<file path="src/hdl/sprp_pkg.sv">
// ----------------------------------------------------------------------------
// sprp_pkg: shared types for the strong probable prime test
// Controller states, multiplier operand selects, command and status bundles.
// ----------------------------------------------------------------------------
package sprp_pkg;

  localparam int NUM_BITS_DEF = 32;
  localparam int IN_WIDTH     = 32;

  typedef enum logic [3:0] {
    S_IDLE,
    S_STRIP,
    S_EXP,
    S_CHK0,
    S_CHK,
    S_RED,
    S_DONE_T,
    S_DONE_F,
    S_DONE_BAD
  } state_t;

  typedef enum logic [1:0] {
    MS_ACC_SQ,
    MS_SQ_SQ,
    MS_ACC_ACC
  } mul_sel_t;

  typedef struct packed {
    logic     load;
    logic     strip;
    logic     mul_start;
    mul_sel_t mul_sel;
    logic     red_step;
  } cmd_t;

  typedef struct packed {
    logic n_lt2;
    logic d_lsb;
    logic d_zero;
    logic acc_is1;
    logic acc_is_nm1;
    logic r_eq_s;
    logic red_last;
  } sts_t;

endpackage

</file>
<file path="src/hdl/sprp_ctrl.sv">
// ----------------------------------------------------------------------------
// sprp_ctrl: sequencing state machine and result register
// Steps through trailing-zero strip, exponentiation, squaring checks, output;
// a candidate below two goes straight to the bad-input result.
module sprp_ctrl (
  input  logic           clk,
  input  logic           rst_n,
  input  logic           in_valid,
  output logic           in_ready,
  output logic           out_valid,
  input  logic           out_ready,
  output logic           out_probable_prime,
  output logic           out_bad_input,
  input  sprp_pkg::sts_t sts,
  output sprp_pkg::cmd_t cmd
);
  import sprp_pkg::*;

  state_t state_r, state_nxt;
  logic   chk_r, out_valid_r, out_pp_r, out_bad_r;
  logic   out_free, out_load;

  assign out_free = !out_valid_r || out_ready;

  always_comb begin
    state_nxt = state_r;
    unique case (state_r)
      S_IDLE:  if (in_valid) state_nxt = sts.n_lt2 ? S_DONE_BAD : S_STRIP;
      S_STRIP: if (sts.d_lsb) state_nxt = S_EXP;
      S_EXP:   state_nxt = sts.d_zero ? S_CHK0 : S_RED;
      S_CHK0:  state_nxt = sts.acc_is1 ? S_DONE_T : S_CHK;
      S_CHK: begin
        priority if (sts.r_eq_s) state_nxt = S_DONE_F;
        else if (sts.acc_is_nm1) state_nxt = S_DONE_T;
        else state_nxt = S_RED;
      end
      S_RED:   if (sts.red_last) state_nxt = chk_r ? S_CHK : S_EXP;
      S_DONE_T, S_DONE_F, S_DONE_BAD: if (out_free) state_nxt = S_IDLE;
      default: state_nxt = S_IDLE;
    endcase
  end

  always_comb begin
    cmd      = '0;
    in_ready = 1'b0;
    out_load = 1'b0;
    unique case (state_r)
      S_IDLE: begin
        in_ready = 1'b1;
        cmd.load = in_valid;
      end
      S_STRIP: cmd.strip = !sts.d_lsb;
      S_EXP: begin
        cmd.mul_start = !sts.d_zero;
        cmd.mul_sel   = sts.d_lsb ? MS_ACC_SQ : MS_SQ_SQ;
      end
      S_CHK: begin
        cmd.mul_start = !sts.r_eq_s && !sts.acc_is_nm1;
        cmd.mul_sel   = MS_ACC_ACC;
      end
      S_RED:   cmd.red_step = 1'b1;
      S_DONE_T, S_DONE_F, S_DONE_BAD: out_load = out_free;
      default: ;
    endcase
  end

  always_ff @(posedge clk) begin
    if (!rst_n) begin
      state_r     <= S_IDLE;
      chk_r       <= 1'b0;
      out_valid_r <= 1'b0;
    end else begin
      state_r <= state_nxt;
      if (state_r == S_IDLE) chk_r <= 1'b0;
      if (state_r == S_CHK0) chk_r <= 1'b1;
      if (out_load) out_valid_r <= 1'b1;
      else if (out_ready) out_valid_r <= 1'b0;
    end
  end

  always_ff @(posedge clk) begin
    if (out_load) begin
      out_pp_r  <= (state_r == S_DONE_T);
      out_bad_r <= (state_r == S_DONE_BAD);
    end
  end

  assign out_valid          = out_valid_r;
  assign out_probable_prime = out_pp_r;
  assign out_bad_input      = out_bad_r;

`ifndef SYNTHESIS
  a_accept_leaves_idle: assert property (@(posedge clk) disable iff (!rst_n)
    (in_valid && in_ready) |=> (state_r != S_IDLE))
    else $error("accepted transfer did not start a test");
  a_done_loads_out: assert property (@(posedge clk) disable iff (!rst_n)
    out_load |=> out_valid_r)
    else $error("result not presented");
  a_strip_nonzero: assert property (@(posedge clk) disable iff (!rst_n)
    (state_r == S_STRIP) |-> !sts.d_zero)
    else $error("trailing-zero strip on zero value");
`endif

endmodule
</file>
<file path="config.mk">
export PLATFORM = sky130hd
export DESIGN_NAME = sprp_ctrl
export DESIGN_NICKNAME = d
export VERILOG_FILES = /design/src/hdl/sprp_pkg.sv /design/src/hdl/sprp_ctrl.sv
export SDC_FILE = /design/constraint.sdc
export NUM_CORES = 1
export LEC_CHECK = 0
export BUFFER_PORTS_ARGS = -buffer_cell sky130_fd_sc_hd__buf_2
export CAP_MARGIN = 25
export CORE_MARGIN = 1
export CORE_UTILIZATION = 35
export CTS_CLUSTER_DIAMETER = 200
export DETAILED_ROUTE_END_ITERATION = 10
export GPL_TIMING_DRIVEN = 1
export PLACE_DENSITY = 0.68
export SETUP_SLACK_MARGIN = 0.5
export SYNTH_ARGS = -nofsm -noshare
export SYNTH_HDL_FRONTEND = slang
export SYNTH_SLANG_ARGS = --single-unit
</file>
<file path="constraint.sdc">
create_clock -name clk -period 2 [get_ports clk]
set_clock_uncertainty 0.2 [all_clocks]
set_input_delay 0.4 -clock clk [delete_from_list [all_inputs] [get_ports clk]]
set_output_delay 0.4 -clock clk [all_outputs]
set_load 0.005 [all_outputs]
</file>
Word-level counts from Yosys, hierarchy flattened:

Cells that the tools add are included.

* $add $sub $neg: 0
* multiply operators: 0
* divide/modulo/power cells: 0
* magnitude comparators: 0
* equal/unequal tests: 12
* shift-type cells: 0
* mux-type cells: 22
* bitwise operators: 0
* reductions and logical operators: 12

Operators by type and width (number)
* 4-bit case mux with 7 select lines: 1
* 4-bit 2-to-1 mux: 5
* 4-bit by 3-bit == test with 1-bit output, second input constant: 4
* 1-bit 2-to-1 mux: 10
* 4-bit by 2-bit == test with 1-bit output, second input constant: 2
* 2-bit inequality test, second input constant: 4
* 2-bit 2-to-1 mux: 3
* 3-bit 2-to-1 mux: 2
* 3-bit case mux with 2 select lines: 1
* 1-bit logical NOT: 5
* 4-bit by 1-bit == test with 1-bit output, second input constant: 1
* 4-bit == test, second input constant: 1
* 4-bit logical NOT: 1
* 4-bit AND reduction: 1
* 2-bit nonzero test: 2
* 3-bit OR reduction: 1
* 1-bit logical AND: 1
* 1-bit logical OR: 1

* bits in registers: 8
* latch bits: 0
* memory bits (writable): 0
* memory bits (read-only): 0
* input port bits: 11
* output and inout bits: 10
* word-level logic and storage cells: 51
* memories kept: 0

Depth between registers and ports, before layout:

* word-level depth: 4
* gate-level depth with buffers: 5

Worst setup path before layout:

OpenSTA, ideal clock, no wires.

* path kind: reg-to-output
* from: register state_r[1]
* to: output cmd[3] (netlist name)
* arrival: 1.199 ns
* data required time: 1.400 ns
* path slack: 0.201 ns
* cell stages (with the launch flop): 5
* cell sequence: dfxtp_1 buf_4 or2b_1 o32a_1 nor3_1

RTL lines
* from (decl): line sprp_ctrl.sv:19 `state_t state_r, state_nxt;`
* from (signal assigned): line sprp_ctrl.sv:73 `state_r <= state_nxt;`
* to (decl): line sprp_ctrl.sv:15 `output sprp_pkg::cmd_t cmd`

==> reports/results.tsv <==
stage	metric	value	unit
clocking	worst-skew pair later-pin latency	0.27	ns
pwr	Power Total	1.19	mW
clocking	worst-case clock buffer depth	2	
synthesis	Post-synth EDFFs	2	
global_route	first-pass GRT wire length	2600	µm
synthesis	asr flop ratio synth	0	%
pwr	worst IR drop on VDD	0.706	mV
setup_path	reg2reg setup slack	0.11	ns
final_layout	Final #Nets	113	
setup_path	CP Data Arrival Time	1.37	ns
global_route	gr ovfl total	0	
setup_path	Setup crit end kind	output port	
global_route	vias in the first global route	605	
setup_path	startpoint types	flip-flop	
floorplanning	core box area	1540	µm²
drt	DR pass1 iterations	4	
clocking	CTS Hold Bufs	0	
synthesis	register area share after synthesis	30.4	%
placement	placed cells	104	
final_layout	share of layout cells above drive strength 1	49.5	%
pwr	Pint	702	µW
floorplanning	IO Count	21	
sta	Final Hold Slack	0.206	ns
sta	Final Worst Setup Slack	0.0340	ns
clocking	TritonCTS Buffers	3	
global_route	initial antenna violation count	0	
sta	fin. max-slew vios	0	
floorplanning	Die Span Y	43.1	µm
floorplanning	die width	43.1	µm
placement	Place WS	0.195	ns
setup_path	crit path max fanout	3	
floorplanning	Rows	14	
hold_path	hold worst-path end	state_r[3]	
sta	Setup TNS	0	ns
hold_path	HP Class	in2reg	
hold_path	min-delay src	sts[6]	
drt	residual DRC count	0	
synthesis	YS warnings	0	
pwr	Net Sw Frac	40.9	%
synthesis	synthesized area	592	µm²
clocking	root buf cell	clkbuf_4	
setup_path	FF-to-FF Start	state_r[2]	
pwr	P_sw	485	µW
clocking	Worst-path clk slew	0.06	ns
synthesis	Mean Syn Cell Area	8.45	µm²
sta	Setup-failing EPs final	0	
setup_path	Worst Reg-to-Reg Cells	7	
pwr	Power Dens Cells	1370	nW/µm²
setup_path	FF-to-FF End	state_r[2]	
setup_path	CP Data Required Time	1.40	ns
drt	wire per inst	12.8	µm
placement	IO Port Bufs	20	
synthesis	post-synthesis cell count	70	
clocking	H-tree levels	1	
final_layout	fin cells	117	
final_layout	number of diodes	0	
drt	Vias	631	
outcome	status	completed	
final_layout	Util after Layout	56.4	%
drt	1st-iter DRT viols	6	
drt	vias per cell	5.39	
pwr	Gate power share	61.2	%
global_route	total track usage	18.3	%
drt	antenna-violating nets left	0	
pwr	Reg power frac	26.6	%
sta	fmax	0.509	GHz
floorplanning	Starting Density	38.4	%
pwr	Clock power frac	12.2	%
sta	Final Hold Viols	0	
synthesis	Post-Syn Nets	81	
final_layout	Final Cell Area	870	µm²
synthesis	number of synthesized register bits	8	
synthesis	main flop type after synthesis	dfxtp_1	
placement	dpl hpwl	978	µm
final_layout	Synth-to-Final Area Change	46.9	%
global_route	largest net degree at the start of global routing	11	
clocking	# clock sinks	8	
sta	RSZ-0062 raised after global routing	true	
sta	Rel. slew slack	73.2	%
drt	Routed WL	1490	µm
setup_path	CP Class	reg2out	
clocking	CTS tree	built	
sta	post-route minimum period	1.97	ns
pwr	leak pwr	0.400	nW
sta	Worst-Margin Slew	0.392	ns
synthesis	Cell variety after synth	32	
placement	Post-DP Area	716	µm²
sta	fin crit share	98.3	%
hold_path	hold path cells	3	
flow_run	max_cap viols	0	
placement	RePlAce Congestion	0.746	
floorplanning	die area	1860	µm²
cell usage in the layout, fill, tap and decap left out, drive strengths merged, types with 2 or more instances in the layout:
master,netlist,routed
buf,5,32
inv,8,8
dfxtp,6,6
nand2,5,5
nor2,5,5
o21ai,4,4
mux2i,4,4
clkbuf,0,4
nor3,4,4
a21oi,3,3
nand2b,3,3
edfxtp,2,2
nor4,2,2
nand3,2,2
a21boi,2,2
a2111oi,2,2
cells in the mapped netlist (all sizes together) (2+ instances only):
cell type	n	share of area, %
inv	8	5.1
dfxtp	6	20
buf	5	5.5
nand2	5	3.2
nor2	5	3.2
mux2i	4	6.8
nor3	4	3.4
o21ai	4	3.4
a21oi	3	2.5
nand2b	3	3.2
a2111oi	2	4.0
a21boi	2	2.5
edfxtp	2	10
nand3	2	1.7
nor4	2	2.1
sequential cells by signal, indices dropped and copies added, names as in the netlist:
register            cells
state_r                 4
out_bad_input           1
out_probable_prime      1
out_valid               1
chk_r                   1
power groups by stage:
| stage | clock [mW] | sequential [mW] | combinational (mW) |
|---|---|---|---|
| final | 0.145 | 0.316 | 0.727 |
| after global routing | 0.154 | 0.326 | 0.797 |
| after floorplan | 0 | 0.274 | 0.419 |
| after global placement | 0 | 0.315 | 0.507 |
| after CTS | 0.147 | 0.309 | 0.701 |
| after detailed placement | 0 | 0.319 | 0.510 |
how the worst max path moves through the flow:
stage | start | end | cells past startpoint | slack, ns
after global routing | state_r[1] | cmd[3] | 4 | -0.04
after CTS | state_r[2] | cmd[3] | 4 | 0.03
after global placement | state_r[2] | cmd[3] | 4 | 0.21
after detailed placement | state_r[2] | cmd[3] | 4 | 0.20
after floorplan | state_r[1] | cmd[3] | 4 | 0.29
final | state_r[2] | cmd[3] | 4 | 0.03
cells by family (layout without fill, tap and decap cells):
logic type	Yosys count	count (layout)	share of synthesized area, %
AND/OR/NAND/NOR	28	28	28.1
buffers and inverters	13	44	10.6
flip-flops	8	8	30.4
AO/OA/AOI/OAI	17	17	24.1
multiplexers	4	4	6.77
layer usage:
layer | GRT usage, % | up-vias | part of all wire [%]
li1 | - | 313 | -
met1 | 24.0 | 287 | 45
met2 | 29.9 | 27 | 46
met3 | 2.55 | 4 | 6.8
met4 | 7.27 | 0 | 1.4
met5 | 0 | - | 0
critical path, cell delays in order (launching register included):
cell     delay, ns
dfxtp_4       0.35
or2b_1        0.24
o32a_1        0.29
nor3_2        0.09
buf_2         0.12
timing repair:
action                                  4_1_cts  5_1_grt
pin swaps                                     3        0
gates resized for setup                      13        4
buffers inserted                              9        0
hold endpoints to repair                      0        0
endpoints found under the setup margin       14       14
cell type report:
cell class	count	area, µm²
sequential	8	193
tap	16	20.0
timing repair buffer	32	205
fill	149	672
clock buffer	4	26.3
multi-input combinational	49	395
inverter	8	30.0
No activity file was read; power rests on OpenSTA's default activity.
